### src/rtl/egbr_pkg.sv
package egbr_pkg;

    // Default ring size in bytes
    localparam int DEF_BUFFER_BYTES = 32;

    // Request opcodes
    localparam logic [2:0] OP_START = 3'd0;
    localparam logic [2:0] OP_PUSH  = 3'd1;
    localparam logic [2:0] OP_READ  = 3'd2;
    localparam logic [2:0] OP_UE    = 3'd3;
    localparam logic [2:0] OP_SE    = 3'd4;
    localparam logic [2:0] OP_SKIP  = 3'd5;

    // Longest fixed read and widest leading-zero scan
    localparam int PEEK_MAX = 32;
    // Longest bit run a single request may consume (ue/se code with 31 leading zeros)
    localparam int NEED_BITS = 2 * PEEK_MAX - 1;
    // Bit window ahead of the byte RAM
    localparam int WIN_BITS = 72;

    // Queue depths between the parts
    localparam int CMD_DEPTH   = 2;
    localparam int RSP_DEPTH   = 4;
    localparam int RSP_LEVEL_W = $clog2(RSP_DEPTH + 1);

    // Classified request kinds
    typedef enum logic [2:0] {
        K_NONE,
        K_START,
        K_PUSH,
        K_READ,
        K_UE,
        K_SE,
        K_SKIP
    } kind_t;

    typedef struct packed {
        logic [2:0] op;
        logic [7:0] byte_value;
        logic [5:0] bit_count;
    } req_t;

    typedef struct packed {
        logic signed [32:0] value;
        logic               error;
        logic [8:0]         bits_left;
    } rsp_t;

    typedef struct packed {
        kind_t      kind;
        logic       too_long;
        logic [7:0] byte_value;
        logic [5:0] bit_count;
    } cmd_t;

endpackage

### src/rtl/egbr_ram.sv
module egbr_ram #(
    parameter int WIDTH = 8,
    parameter int DEPTH = 32
) (
    input  logic                     clk,
    input  logic                     we,
    input  logic [$clog2(DEPTH)-1:0] waddr,
    input  logic [WIDTH-1:0]         wdata,
    input  logic                     re,
    input  logic [$clog2(DEPTH)-1:0] raddr,
    output logic [WIDTH-1:0]         rdata
);

    logic [WIDTH-1:0] mem_reg [DEPTH];
    logic [WIDTH-1:0] rdata_reg;

    // Write port
    always_ff @(posedge clk)
    begin
        if (we)
        begin
            mem_reg[waddr] <= wdata;
        end
    end

    // Registered read port
    always_ff @(posedge clk)
    begin
        if (re)
        begin
            rdata_reg <= mem_reg[raddr];
        end
    end

    assign rdata = rdata_reg;

endmodule

### src/rtl/egbr_fifo.sv
module egbr_fifo #(
    parameter int WIDTH = 8,
    parameter int DEPTH = 2
) (
    input  logic                       clk,
    input  logic                       rst_n,
    input  logic                       wr_en,
    input  logic [WIDTH-1:0]           wr_data,
    input  logic                       rd_en,
    output logic [WIDTH-1:0]           rd_data,
    output logic                       empty,
    output logic                       full,
    output logic [$clog2(DEPTH+1)-1:0] count
);

    localparam int PW = $clog2(DEPTH);
    localparam int CW = $clog2(DEPTH + 1);

    logic [WIDTH-1:0] store_reg [DEPTH];
    logic [PW-1:0]    wr_ptr_reg, wr_ptr_next;
    logic [PW-1:0]    rd_ptr_reg, rd_ptr_next;
    logic [CW-1:0]    count_reg, count_next;

    // Advance pointers with wrap and track the fill level
    always_comb
    begin
        wr_ptr_next = wr_ptr_reg;
        rd_ptr_next = rd_ptr_reg;
        count_next  = count_reg;
        if (wr_en)
        begin
            wr_ptr_next = (wr_ptr_reg == PW'(DEPTH - 1)) ? '0 : wr_ptr_reg + PW'(1);
        end
        if (rd_en)
        begin
            rd_ptr_next = (rd_ptr_reg == PW'(DEPTH - 1)) ? '0 : rd_ptr_reg + PW'(1);
        end
        if (wr_en && !rd_en)
        begin
            count_next = count_reg + CW'(1);
        end
        else if (rd_en && !wr_en)
        begin
            count_next = count_reg - CW'(1);
        end
    end

    always_ff @(posedge clk or negedge rst_n)
    begin
        if (!rst_n)
        begin
            wr_ptr_reg <= '0;
            rd_ptr_reg <= '0;
            count_reg  <= '0;
        end
        else
        begin
            wr_ptr_reg <= wr_ptr_next;
            rd_ptr_reg <= rd_ptr_next;
            count_reg  <= count_next;
        end
    end

    // Store the entry
    always_ff @(posedge clk)
    begin
        if (wr_en)
        begin
            store_reg[wr_ptr_reg] <= wr_data;
        end
    end

    assign rd_data = store_reg[rd_ptr_reg];
    assign empty   = (count_reg == '0);
    assign full    = (count_reg == CW'(DEPTH));
    assign count   = count_reg;

`ifndef SYNTHESIS
    a_no_overflow: assert property (@(posedge clk) disable iff (!rst_n)
        (wr_en && !rd_en) |-> !full)
        else $error("queue written while full");

    a_no_underflow: assert property (@(posedge clk) disable iff (!rst_n)
        rd_en |-> !empty)
        else $error("queue read while empty");
`endif

endmodule

### src/rtl/egbr_front.sv
module egbr_front (
    input  logic          clk,
    input  logic          rst_n,
    input  logic          push,
    output logic          full,
    input  egbr_pkg::req_t req,
    output egbr_pkg::cmd_t cmd,
    output logic          cmd_valid,
    input  logic          cmd_pop
);

    import egbr_pkg::*;

    cmd_t                  cls;
    logic [$bits(cmd_t)-1:0] cmd_bits;
    logic                  q_full;
    logic                  q_empty;

    // Classify the request
    always_comb
    begin
        cls.byte_value = req.byte_value;
        cls.bit_count  = req.bit_count;
        cls.too_long   = (req.bit_count > 6'(PEEK_MAX));
        unique case (req.op)
            OP_START: cls.kind = K_START;
            OP_PUSH:  cls.kind = K_PUSH;
            OP_READ:  cls.kind = K_READ;
            OP_UE:    cls.kind = K_UE;
            OP_SE:    cls.kind = K_SE;
            OP_SKIP:  cls.kind = K_SKIP;
            default:  cls.kind = K_NONE;
        endcase
    end

    // Hold classified requests until the back end takes them
    egbr_fifo #(
        .WIDTH ($bits(cmd_t)),
        .DEPTH (CMD_DEPTH)
    ) u_cmd_q (
        .clk     (clk),
        .rst_n   (rst_n),
        .wr_en   (push && !q_full),
        .wr_data (cls),
        .rd_en   (cmd_pop),
        .rd_data (cmd_bits),
        .empty   (q_empty),
        .full    (q_full),
        .count   ()
    );

    assign full      = q_full;
    assign cmd       = cmd_t'(cmd_bits);
    assign cmd_valid = !q_empty;

endmodule

### src/rtl/egbr_back.sv
module egbr_back #(
    parameter int BUFFER_BYTES = egbr_pkg::DEF_BUFFER_BYTES
) (
    input  logic                              clk,
    input  logic                              rst_n,
    input  egbr_pkg::cmd_t                    cmd,
    input  logic                              cmd_valid,
    output logic                              cmd_pop,
    input  logic [egbr_pkg::RSP_LEVEL_W-1:0]  rsp_level,
    output logic                              rsp_push,
    output egbr_pkg::rsp_t                    rsp
);

    import egbr_pkg::*;

    localparam int RING_BITS  = BUFFER_BYTES * 8;
    localparam int HW         = $clog2(RING_BITS + 8);
    localparam int AW         = $clog2(BUFFER_BYTES);
    localparam int CW         = $clog2(BUFFER_BYTES + 1);
    localparam int CNTW       = $clog2(WIN_BITS + 1);
    localparam int LZW        = $clog2(PEEK_MAX + 1);
    localparam int REFILL_MAX = WIN_BITS - 8;

    // Count leading zeros of the window head; all zero gives PEEK_MAX
    function automatic logic [LZW-1:0] lead_zeros(input logic [PEEK_MAX-1:0] v);
        logic [LZW-1:0] n;
        n = LZW'(PEEK_MAX);
        for (int i = 0; i < PEEK_MAX; i++)
        begin
            if (v[i])
            begin
                n = LZW'(PEEK_MAX - 1 - i);
            end
        end
        return n;
    endfunction

    // Architectural state
    logic [HW-1:0]       held_reg, held_next;
    logic [2:0]          off_reg, off_next;
    logic                err_reg, err_next;
    logic [5:0]          pend_reg, pend_next;

    // Bit window, MSB is the next unread bit; bits below the count are zero
    logic [WIN_BITS-1:0] win_reg, win_next;
    logic [CNTW-1:0]     cnt_reg, cnt_next;

    // Byte RAM queue behind the window
    logic [AW-1:0]       wr_ptr_reg, wr_ptr_next;
    logic [AW-1:0]       rd_ptr_reg, rd_ptr_next;
    logic [CW-1:0]       ram_cnt_reg, ram_cnt_next;
    logic                inflight_reg;
    logic                ram_we;
    logic                issue;
    logic [7:0]          ram_rdata;

    // Result stage
    logic                s2_valid_reg;
    kind_t               s2_kind_reg;
    logic                s2_ok_reg;
    logic [NEED_BITS-1:0] s2_bits_reg;
    logic [LZW-1:0]      s2_lz_reg;
    logic [5:0]          s2_n_reg;
    logic                s2_err_reg;
    logic [8:0]          s2_left_reg;

    // Execute-stage signals
    logic                needs_win;
    logic                win_ok;
    logic                room;
    logic                exec;
    logic [LZW-1:0]      lz;
    logic [LZW-1:0]      limit;
    logic [CNTW-1:0]     len;
    logic [HW-1:0]       n_ext;
    logic                eg_ok;
    logic                rd_ok;
    logic                sk_ok;
    logic                buf_full;
    logic                direct_ok;
    logic [HW:0]         held8;
    logic [HW:0]         drop;
    logic                ok;
    logic                flush;
    logic                direct;
    logic [CNTW-1:0]     shamt;
    logic [WIN_BITS-1:0] win_a, win_b;
    logic [CNTW-1:0]     cnt_a, cnt_b;
    logic                land;

    // Decide whether the window must be topped up first
    always_comb
    begin
        unique case (cmd.kind) inside
            K_READ, K_UE, K_SE, K_SKIP: needs_win = 1'b1;
            default:                    needs_win = 1'b0;
        endcase
    end

    assign win_ok = (cnt_reg >= CNTW'(NEED_BITS)) || (HW'(cnt_reg) == held_reg);
    assign room   = (({1'b0, rsp_level} + (RSP_LEVEL_W + 1)'(s2_valid_reg))
                    < (RSP_LEVEL_W + 1)'(RSP_DEPTH));
    assign exec    = cmd_valid && room && (!needs_win || win_ok);
    assign cmd_pop = exec;

    // Classify the head of the window
    assign lz    = lead_zeros(win_reg[WIN_BITS-1 -: PEEK_MAX]);
    assign limit = (held_reg < HW'(PEEK_MAX)) ? LZW'(held_reg) : LZW'(PEEK_MAX);
    assign len   = CNTW'({lz, 1'b0}) + CNTW'(1);
    assign n_ext = HW'(cmd.bit_count);
    assign eg_ok = (held_reg != '0) && (lz < limit) && (HW'(len) <= held_reg);
    assign rd_ok = !cmd.too_long && (n_ext <= held_reg);
    assign sk_ok = (held_reg != '0) && (n_ext <= held_reg);
    assign buf_full  = ((HW + 1)'(off_reg) + (HW + 1)'(held_reg)) >= (HW + 1)'(RING_BITS);
    assign direct_ok = (ram_cnt_reg == '0) && !inflight_reg && (cnt_reg <= CNTW'(REFILL_MAX));
    assign held8     = (HW + 1)'(held_reg) + (HW + 1)'(8);
    assign drop      = ((HW + 1)'(pend_reg) < held8) ? (HW + 1)'(pend_reg) : held8;

    // Carry out the request
    always_comb
    begin
        held_next = held_reg;
        off_next  = off_reg;
        err_next  = err_reg;
        pend_next = pend_reg;
        ok        = 1'b0;
        flush     = 1'b0;
        direct    = 1'b0;
        ram_we    = 1'b0;
        shamt     = '0;
        if (exec)
        begin
            case (cmd.kind) inside
                K_START:
                begin
                    flush     = 1'b1;
                    held_next = '0;
                    off_next  = '0;
                    err_next  = 1'b0;
                    pend_next = cmd.bit_count;
                end
                K_PUSH:
                begin
                    if (buf_full)
                    begin
                        err_next = 1'b1;
                    end
                    else
                    begin
                        direct    = direct_ok;
                        ram_we    = !direct_ok;
                        held_next = HW'(held8 - drop);
                        off_next  = off_reg + drop[2:0];
                        pend_next = pend_reg - 6'(drop);
                        shamt     = CNTW'(drop);
                    end
                end
                K_READ:
                begin
                    if (rd_ok)
                    begin
                        ok = 1'b1;
                        shamt = CNTW'(cmd.bit_count);
                    end
                    else
                    begin
                        err_next = 1'b1;
                    end
                end
                K_UE, K_SE:
                begin
                    if (eg_ok)
                    begin
                        ok = 1'b1;
                        shamt = len;
                    end
                    else
                    begin
                        err_next = 1'b1;
                    end
                end
                K_SKIP:
                begin
                    if (sk_ok)
                    begin
                        shamt = CNTW'(cmd.bit_count);
                    end
                    else
                    begin
                        err_next = 1'b1;
                    end
                end
                default:
                begin
                end
            endcase
            if (cmd.kind != K_PUSH && cmd.kind != K_START)
            begin
                held_next = held_reg - HW'(shamt);
                off_next  = off_reg + shamt[2:0];
            end
        end
    end

    // Insert a direct byte, drop consumed bits, then append a byte from the RAM
    assign land  = inflight_reg && !flush;
    assign win_a = direct ? (win_reg | ({cmd.byte_value, {(WIN_BITS - 8){1'b0}}} >> cnt_reg))
                          : win_reg;
    assign cnt_a = direct ? cnt_reg + CNTW'(8) : cnt_reg;
    assign win_b = win_a << shamt;
    assign cnt_b = cnt_a - shamt;

    always_comb
    begin
        if (flush)
        begin
            win_next = '0;
            cnt_next = '0;
        end
        else if (land)
        begin
            win_next = win_b | ({ram_rdata, {(WIN_BITS - 8){1'b0}}} >> cnt_b);
            cnt_next = cnt_b + CNTW'(8);
        end
        else
        begin
            win_next = win_b;
            cnt_next = cnt_b;
        end
    end

    // Refill the window one byte a cycle while it has room
    assign issue = !flush && (ram_cnt_reg != '0)
                   && ((cnt_reg + (inflight_reg ? CNTW'(8) : CNTW'(0))) <= CNTW'(REFILL_MAX));

    always_comb
    begin
        wr_ptr_next  = wr_ptr_reg;
        rd_ptr_next  = rd_ptr_reg;
        ram_cnt_next = ram_cnt_reg;
        if (flush)
        begin
            wr_ptr_next  = '0;
            rd_ptr_next  = '0;
            ram_cnt_next = '0;
        end
        else
        begin
            if (ram_we)
            begin
                wr_ptr_next = (wr_ptr_reg == AW'(BUFFER_BYTES - 1)) ? '0 : wr_ptr_reg + AW'(1);
            end
            if (issue)
            begin
                rd_ptr_next = (rd_ptr_reg == AW'(BUFFER_BYTES - 1)) ? '0 : rd_ptr_reg + AW'(1);
            end
            ram_cnt_next = ram_cnt_reg + CW'(ram_we) - CW'(issue);
        end
    end

    egbr_ram #(
        .WIDTH (8),
        .DEPTH (BUFFER_BYTES)
    ) u_byte_ram (
        .clk   (clk),
        .we    (ram_we),
        .waddr (wr_ptr_reg),
        .wdata (cmd.byte_value),
        .re    (issue),
        .raddr (rd_ptr_reg),
        .rdata (ram_rdata)
    );

    // State registers
    always_ff @(posedge clk or negedge rst_n)
    begin
        if (!rst_n)
        begin
            held_reg     <= '0;
            off_reg      <= '0;
            err_reg      <= 1'b0;
            pend_reg     <= '0;
            win_reg      <= '0;
            cnt_reg      <= '0;
            wr_ptr_reg   <= '0;
            rd_ptr_reg   <= '0;
            ram_cnt_reg  <= '0;
            inflight_reg <= 1'b0;
            s2_valid_reg <= 1'b0;
        end
        else
        begin
            held_reg     <= held_next;
            off_reg      <= off_next;
            err_reg      <= err_next;
            pend_reg     <= pend_next;
            win_reg      <= win_next;
            cnt_reg      <= cnt_next;
            wr_ptr_reg   <= wr_ptr_next;
            rd_ptr_reg   <= rd_ptr_next;
            ram_cnt_reg  <= ram_cnt_next;
            inflight_reg <= issue;
            s2_valid_reg <= exec;
        end
    end

    // Capture what the result stage needs
    always_ff @(posedge clk)
    begin
        if (exec)
        begin
            s2_kind_reg <= cmd.kind;
            s2_ok_reg   <= ok;
            s2_bits_reg <= win_reg[WIN_BITS-1 -: NEED_BITS];
            s2_lz_reg   <= lz;
            s2_n_reg    <= cmd.bit_count;
            s2_err_reg  <= err_next;
            s2_left_reg <= 9'(held_next);
        end
    end

    // Form the value: fixed field, or codeword minus one, mapped to signed for se
    logic [PEEK_MAX:0]    rd_val;
    logic [NEED_BITS-1:0] cw;
    logic [32:0]          cw33;
    logic [32:0]          mag;
    logic [32:0]          val;

    assign rd_val = {1'b0, s2_bits_reg[NEED_BITS-1 -: PEEK_MAX]} >> (6'(PEEK_MAX) - s2_n_reg);
    assign cw     = s2_bits_reg >> (6'(NEED_BITS - 1) - 6'({s2_lz_reg, 1'b0}));
    assign cw33   = cw[32:0];
    assign mag    = {1'b0, cw33[32:1]};

    always_comb
    begin
        val = '0;
        if (s2_ok_reg)
        begin
            case (s2_kind_reg)
                K_READ:  val = 33'(rd_val);
                K_UE:    val = cw33 - 33'(1);
                K_SE:    val = cw33[0] ? (33'(0) - mag) : mag;
                default: val = '0;
            endcase
        end
    end

    assign rsp_push      = s2_valid_reg;
    assign rsp.value     = $signed(val);
    assign rsp.error     = s2_err_reg;
    assign rsp.bits_left = s2_left_reg;

`ifndef SYNTHESIS
    a_held_split: assert property (@(posedge clk) disable iff (!rst_n)
        (HW + 2)'(held_reg) == (HW + 2)'(cnt_reg)
            + (((HW + 2)'(ram_cnt_reg) + (HW + 2)'(inflight_reg)) << 3))
        else $error("held bits disagree with window and byte queue");

    a_win_bound: assert property (@(posedge clk) disable iff (!rst_n)
        cnt_reg <= CNTW'(WIN_BITS))
        else $error("bit window overrun");

    a_pend_empty: assert property (@(posedge clk) disable iff (!rst_n)
        (pend_reg != '0) |-> (held_reg == '0))
        else $error("start skip pending while bits are held");

    a_ram_bound: assert property (@(posedge clk) disable iff (!rst_n)
        ram_cnt_reg <= CW'(BUFFER_BYTES))
        else $error("byte queue overrun");
`endif

endmodule

### src/rtl/exp_golomb_bit_reader_core.sv
// Bit reader for H.264 syntax elements: byte pushes, fixed reads up to 32 bits,
// ue/se Exp-Golomb decodes and skips, one result per request in request order.
// Requests are taken one per cycle when nothing stalls, and each result goes
// through the command queue, the result stage and the result queue. Bytes go
// through a byte RAM of BUFFER_BYTES entries into a 72-bit window that feeds
// the leading-zero count and the field extract; the RAM has one read port and
// refills the window one byte per cycle while the window has room. A read,
// decode or skip waits while the window holds fewer than 63 bits and more bits
// sit in the RAM; pushes, starts and requests served from a full window go at
// one per cycle while the result queue has room. Unwritten RAM entries are
// never read, so no clearing pass follows reset.
module exp_golomb_bit_reader_core #(
    parameter int BUFFER_BYTES = egbr_pkg::DEF_BUFFER_BYTES
) (
    input  logic           clk,
    input  logic           rst_n,
    input  logic           push,
    output logic           full,
    input  egbr_pkg::req_t req,
    input  logic           pop,
    output logic           empty,
    output egbr_pkg::rsp_t rsp
);

    import egbr_pkg::*;

    cmd_t                    cmd;
    logic                    cmd_valid;
    logic                    cmd_pop;
    logic                    rsp_push;
    rsp_t                    rsp_in;
    logic [RSP_LEVEL_W-1:0]  rsp_level;
    logic [$bits(rsp_t)-1:0] rsp_bits;
    logic                    rsp_full;

    // Accept and classify requests
    egbr_front u_front (
        .clk       (clk),
        .rst_n     (rst_n),
        .push      (push),
        .full      (full),
        .req       (req),
        .cmd       (cmd),
        .cmd_valid (cmd_valid),
        .cmd_pop   (cmd_pop)
    );

    // Execute against the bit buffer
    egbr_back #(
        .BUFFER_BYTES (BUFFER_BYTES)
    ) u_back (
        .clk       (clk),
        .rst_n     (rst_n),
        .cmd       (cmd),
        .cmd_valid (cmd_valid),
        .cmd_pop   (cmd_pop),
        .rsp_level (rsp_level),
        .rsp_push  (rsp_push),
        .rsp       (rsp_in)
    );

    // Hold results until popped
    egbr_fifo #(
        .WIDTH ($bits(rsp_t)),
        .DEPTH (RSP_DEPTH)
    ) u_rsp_q (
        .clk     (clk),
        .rst_n   (rst_n),
        .wr_en   (rsp_push),
        .wr_data (rsp_in),
        .rd_en   (pop && !empty),
        .rd_data (rsp_bits),
        .empty   (empty),
        .full    (rsp_full),
        .count   (rsp_level)
    );

    assign rsp = rsp_t'(rsp_bits);

`ifndef SYNTHESIS
    a_rsp_space: assert property (@(posedge clk) disable iff (!rst_n)
        rsp_push |-> (!rsp_full || (pop && !empty)))
        else $error("result written into a full queue");
`endif

endmodule

### config.mk
export PLATFORM = sky130hd
export DESIGN_NAME = exp_golomb_bit_reader_core
export DESIGN_NICKNAME = d
export VERILOG_FILES = /design/src/rtl/egbr_pkg.sv /design/src/rtl/egbr_ram.sv /design/src/rtl/egbr_fifo.sv /design/src/rtl/egbr_front.sv /design/src/rtl/egbr_back.sv /design/src/rtl/exp_golomb_bit_reader_core.sv
export SDC_FILE = /design/constraint.sdc
export NUM_CORES = 2
export LEC_CHECK = 0
export BUFFER_PORTS_ARGS = -buffer_cell sky130_fd_sc_hd__buf_2
export CAP_MARGIN = 20
export CORE_MARGIN = 4
export CORE_UTILIZATION = 45
export CTS_CLUSTER_SIZE = 25
export DETAILED_ROUTE_END_ITERATION = 10
export GPL_TIMING_DRIVEN = 0
export SYNTH_ARGS = -nofsm -noshare
export SYNTH_HDL_FRONTEND = slang
export SYNTH_HIERARCHICAL = 1
export SYNTH_SLANG_ARGS = --single-unit
export TNS_END_PERCENT = 1
### constraint.sdc
create_clock -name clk -period 13.53 [get_ports clk]
set_input_delay 0.6765 -clock clk [delete_from_list [all_inputs] [get_ports clk]]
set_output_delay 0.6765 -clock clk [all_outputs]
set_load 0.05 [all_outputs]
# After elaboration in Yosys (flattened, before gate mapping)
# Memories as Yosys holds them, arrays and structs flattened. A register that Yosys moved wholly into a read port is not among the register bits.
# Cells that the tools add are included.
[totals]
reg_bits = 215
mem_bits_rw = 464
in_bits = 21
output_inout_bits = 45
elab_cells = 261
mem_count = 3
[classes]
n_addsub = 29
n_lt_le_gt_ge = 11
eq_ne = 24
n_shift = 5
muxes = 114
bitwise = 2
n_reduce_logical = 49
[memory_table]
columns = ["memory", "depth", "word_bits", "rd", "rd_clocked_by_memory_dff", "wr", "line_no", "source"]
rows = [
  ["u_back.u_byte_ram.mem_reg", 32, 8, 1, 1, 1, "egbr_ram.sv:14", "logic [WIDTH-1:0] mem_reg [DEPTH];"],
  ["u_rsp_q.store_reg", 4, 43, 1, 0, 1, "egbr_fifo.sv:19", "logic [WIDTH-1:0] store_reg [DEPTH];"],
  ["u_front.u_cmd_q.store_reg", 2, 18, 1, 0, 1, "egbr_fifo.sv:19", ""],
]
[op_table]
columns = ["operator", "count"]
rows = [
  ["2-to-1 mux 6 bit", 39],
  ["2-to-1 mux 72 bit", 3],
  ["bitwise OR 72 bit", 2],
  [">> shifter 72 x 7 -> 72 bit", 2],
  ["one-hot mux 33 bit (3 select lines)", 1],
  ["2-to-1 mux 7 bit", 12],
  ["left shift 72 x 7 -> 72 bit", 1],
  ["2-to-1 mux 33 bit", 2],
  [">> shifter 63 x 6 -> 33 bit", 1],
  ["2-to-1 mux 9 bit", 6],
  ["2-to-1 mux 1 bit", 33],
  [">> shifter 32 x 6 -> 33 bit", 1],
  ["subtractor 1 x 32 -> 33 bit (first input constant)", 1],
  ["subtractor 33 x 1 -> 33 bit (second input constant)", 1],
  ["2-to-1 mux 5 bit", 6],
  ["== test 3 bit (second input constant)", 7],
  ["logical AND 1 bit", 18],
  ["2-to-1 mux 3 bit", 6],
  ["one-hot mux 3 bit (6 select lines)", 1],
  ["== test 3 x 2 -> 1 bit (second input constant)", 5],
  ["adder 7 x 4 -> 7 bit (second input constant)", 2],
  ["less-or-equal comparator 7 bit (second input constant)", 2],
  ["logical NOT 1 bit", 12],
  ["subtractor 6 bit (first input constant)", 2],
  ["other kinds (48)", 68],
]

# Longest topological paths before layout
[logic_depth]
word_depth = 47
ltp_mapped = 33
ltp_nobuf = 26

# Modules after synthesis
# The synthesis kept the hierarchy.
[by_module_without_submodules]
columns = ["mod", "n_inst", "cells_per_inst", "area_each_um2", "seq_area_each_um2"]
rows = [
  ["egbr_back", 1, 2768, 23640.2, 5545.3],
  ["egbr_ram", 1, 417, 10133.5, 7927.6],
  ["egbr_fifo at u_rsp_q", 1, 262, 6680.2, 5340.1],
  ["egbr_fifo at u_front.u_cmd_q", 1, 72, 1535.2, 1181.1],
  ["egbr_front", 1, 9, 60.1, 0.0],
  ["exp_golomb_bit_reader_core", 1, 1, 13.8, 0.0],
]

# Worst setup path after synthesis
# No wires, ideal clock.
[synth_timing]
path_type = "register to register"
start = "reg u_back.win_reg[56]"
end = "reg u_back.win_reg[40]"
setup_ns = 0.131
arrival_time_ns = 6.743
t_required_ns = 13.399
slack_ns = 6.656
path_stages_with_launch = 31
path_buffers = 7
synth_period_minus_slack_ns = 6.874
path_cell_list = "dfrtp_1 > nor4_1 > nand4_1 > nor3_1 > ha_1 > and4_1 > nand3_1 > nor2_1 > mux2_4 > or3_1 > buf_6 > a221oi_1 > nor2_1 > buf_2 > buf_2 > buf_2 > buf_1 > fa_1 > nor2b_1 > o21a_1 > o21ai_0 > nor4b_1 > a2111oi_0 > xor2_1 > xnor2_1 > nand2b_1 > clkbuf_1 > or3_1 > clkbuf_1 > o22ai_1 > or3_1"
[synth_via]
elab_chain_cells = 31
word_cells_on_any_way = 36
cone_classes = "add/sub: 2; order compare: 2; shift: 2; mux: 26; bitwise: 2; reduce/logical: 2"
[synth_lines]
columns = ["item", "line_no", "source"]
rows = [
  ["start, declared", "egbr_back.sv:45", "logic [WIN_BITS-1:0] win_reg, win_next;"],
  ["start signal, assigned", "egbr_back.sv:297", "win_reg <= win_next;"],
  ["2-to-1 mux 6 bit (16 in a row)", "egbr_back.sv:30", "if (v[i])"],
  ["adder 7 x 1 -> 7 bit / less-than comparator 6 bit (equally long branches)", "egbr_back.sv:109, egbr_back.sv:111", ""],
  ["less-or-equal comparator 7 x 9 -> 1 bit / logical AND 1 bit (equally long branches)", "egbr_back.sv:111", "assign eg_ok = (held_reg != '0) && (lz < limit) && (HW'(len) <= held_reg);"],
  ["logical AND 1 bit", "egbr_back.sv:111", ""],
  ["2-to-1 mux 7 bit", "egbr_back.sv:172", "if (eg_ok)"],
  ["2-to-1 mux 7 bit (4 in a row)", "egbr_back.sv:133", "case (cmd.kind) inside"],
  ["2-to-1 mux 7 bit (2 in a row)", "egbr_back.sv:131", "if (exec)"],
  ["subtractor 7 bit", "egbr_back.sv:211", "assign cnt_b = cnt_a - shamt;"],
  [">> shifter 72 x 7 -> 72 bit", "egbr_back.sv:222", "win_next = win_b | ({ram_rdata, {(WIN_BITS - 8){1'b0}}} >> cnt_b);"],
  ["bitwise OR 72 bit", "egbr_back.sv:222", ""],
  ["2-to-1 mux 72 bit (*)", "egbr_back.sv:220", "else if (land)"],
  ["2-to-1 mux 72 bit (*)", "egbr_back.sv:215", "if (flush)"],
  ["via u_back.win_next[40]", "egbr_back.sv:45", ""],
]
# Mark *: on every way through the listed nets, which the timed path passes. The rest lies on a longest branch. The select of a mux whose other input is x is not followed.
# A chain may end at the register's enable or synchronous reset.

# Final worst setup path
[layout_timing]
start = "reg u_back.win_reg[63]"
end = "reg u_back.win_reg[48]"
[layout_via]
elab_chain_cells = 24
word_cells_on_any_way = 29
cone_classes = "add/sub: 2; order compare: 2; shift: 2; mux: 19; bitwise: 2; reduce/logical: 2"
[layout_lines]
columns = ["item", "line_no", "source"]
rows = [
  ["2-to-1 mux 6 bit (*) (9 in a row)", "egbr_back.sv:30", ""],
  ["adder 7 x 1 -> 7 bit (*)", "egbr_back.sv:109", "assign len = CNTW'({lz, 1'b0}) + CNTW'(1);"],
  ["via u_back.len[2]", "egbr_back.sv:74", "logic [CNTW-1:0] len;"],
  ["less-or-equal comparator 7 x 9 -> 1 bit", "egbr_back.sv:111", ""],
  ["logical AND 1 bit", "egbr_back.sv:111", ""],
  ["2-to-1 mux 7 bit (*)", "egbr_back.sv:172", ""],
  ["2-to-1 mux 7 bit (*) (4 in a row)", "egbr_back.sv:133", ""],
  ["2-to-1 mux 7 bit (*) (2 in a row)", "egbr_back.sv:131", ""],
  ["subtractor 7 bit", "egbr_back.sv:211", ""],
  [">> shifter 72 x 7 -> 72 bit", "egbr_back.sv:222", ""],
  ["bitwise OR 72 bit", "egbr_back.sv:222", ""],
  ["2-to-1 mux 72 bit (*)", "egbr_back.sv:220", ""],
  ["2-to-1 mux 72 bit (*)", "egbr_back.sv:215", ""],
  ["via u_back.win_next[48]", "egbr_back.sv:45", ""],
]
# Marked as above.

==> impl_results.md <==
* Final setup fails at 0
* Post-synthesis cell count at roughly 3.5k
* Clk buf depth at 3
* Die Span X at 314 um
* Most frequent cells in the layout: edfxtp_1 (560), nand2_1 (315), nor2_1 (272)
* Initial antenna violation count at 8
* Global placer's final weighted congestion at roughly 1.1
* Max reg flops at roughly 260
* Worst path bufs/invs at 7
* Fin crit share at between 80% and 90%
* Register Area at roughly 0.02 mm2
* DRC at 0
* Filler Cells Inserted at slightly above 8k
* Max_cap viols at 0
* # rows at between 100 and 150
* Clk root buf: clkbuf_16
* Setup repair bufs after CTS at 0
* Die Span Y at 314 um
* Syn Area/Cell at approximately 12 um2
* WP data arrival at roughly 11 ns
* Die area at just under 0.1 mm2
* TritonRoute pass-1 iters at 8
* CTS Hold Bufs at 0
* Clock Latency Late Sink at about 0.66 ns
* CP Launch Type: flop
* RSZ-0062 raised after global routing: no
* DRT iter0 DRCs at around 4.1k
* Setup ws final at 2.48 ns
* Critical path's slowest cell: nor3_1
* Overall Global Routing Usage at between 30% and 40%
* Layout area overhead at 11.2%
* Post-Syn Nets at 3,633
* Avg Vias per Cell at 6.63
* Detail Placement HPWL at between 100,000 and 150,000 um
* Final Max Slew Viols at 0
* CTS tree: yes
* Synth Cell Area at 0.0421 mm2
* Area of the multi-input gates at between 0.02 and 0.025 mm2
* Sink Count at about 700
* Hold Vio Cnt, Final at 0
* Crit-path leading delay family: buffers and inverters
* Worst min-delay path class: in -> async
* Vias in the first global route at roughly 32k
* Synth Warn # at 6
* Pin count of the biggest net entering global routing at 85
* Commonest non-fill, non-tap cell in the layout: edfxtp_1
* Drt total wl at approximately 170,000 um
* Pre-CTS setup slack at approximately 2.9 ns
* Worst path required time at around 14 ns
* Critical path fanouts, max at 10
* Port bufs at 65
* CP endpoint kind: flop
* NumNets Final at between 3k and 4k
* First-pass GRT wire length at 241,000 um
* H-tree Lvls at 3
* Min Tclk post-route at around 11 ns
* Clock skew at 0.0410 ns
* GRT overflow at 0
* # IOs at between 60 and 70
* Worst slew margin at around 17%
* Delay of the slowest critical-path stage at 0.85 ns
* FMAX at 90.5 MHz
* Area of the core at around 0.09 mm2
* Number of routed nets with antenna violations at 0
* Total negative slack at 0 ns
* Initial Utilization at a little under half
* Layout cells sized above 1 at between 10% and 20%
* WL per Instance at 33.9 um
* Worst-margin pin slew at between 1 and 1.5 ns
* Post-CTS resize count at 0
* Crit path kind: reg -> reg
* Number of buffers created by CTS at 73
* Worst-path clk slew at roughly 0.06 ns
* Routed via count at 33.1k
* Status: completed
==> metrics by stage <==
step           instances  util (%)  instance area, um2  hold WS [ns]
2_1_floorplan       3528         -               42100         0.381
3_3_place_gp        4836      47.6               43900         0.439
3_5_place_dp        4855      48.0               44200         0.450
4_1_cts             4989      50.7               46800        0.0340
5_1_grt             4989      50.7               46800        0.0581
6_report            4991      50.7               46800        0.0314
==> routing by layer <==
layer / routed length (um) / vias up / global-route usage (%)
met5: 20 / - / 0
met4: 10900 / 2 / 17.3
met3: 14000 / 438 / 5.82
met2: 76400 / 1897 / 53.2
met1: 68000 / 16700 / 45.8
li1: - / 14100 / -
==> area by class of cell <==
cell class | count | area share [%]
multi-input cells | 2524 | 44.0
flip-flops and latches | 687 | 42.7
clock buffers | 96 | 4.28
well taps | 1243 | 3.32
plain buffers | 244 | 2.66
repair buffers | 84 | 1.32
clock inverters | 38 | 1.11
inverters | 73 | 0.586
diodes | 2 | 0.0107
==> worst paths after layout <==
kind,start,cells after the start,to,slack (ns)
worst max-delay path,u_back/win_reg[63],31,u_back/win_reg[48],2.48
worst min-delay path,rst_n,2,u_back/win_reg[43],0.03
worst max register to register,u_back/win_reg[63],31,u_back/win_reg[48],2.48
worst min register to register,u_back/win_reg[29],0,u_back/s2_bits_reg[20],0.46
max in group asynchronous,rst_n,3,u_rsp_q/rd_ptr_reg[0],12.82
min in group clk,req[9],1,u_front/u_cmd_q/store_reg[1][9],0.22
Power is not shown: default switching activity piles up to over one toggle a cycle in this logic, so the estimate is an artifact.
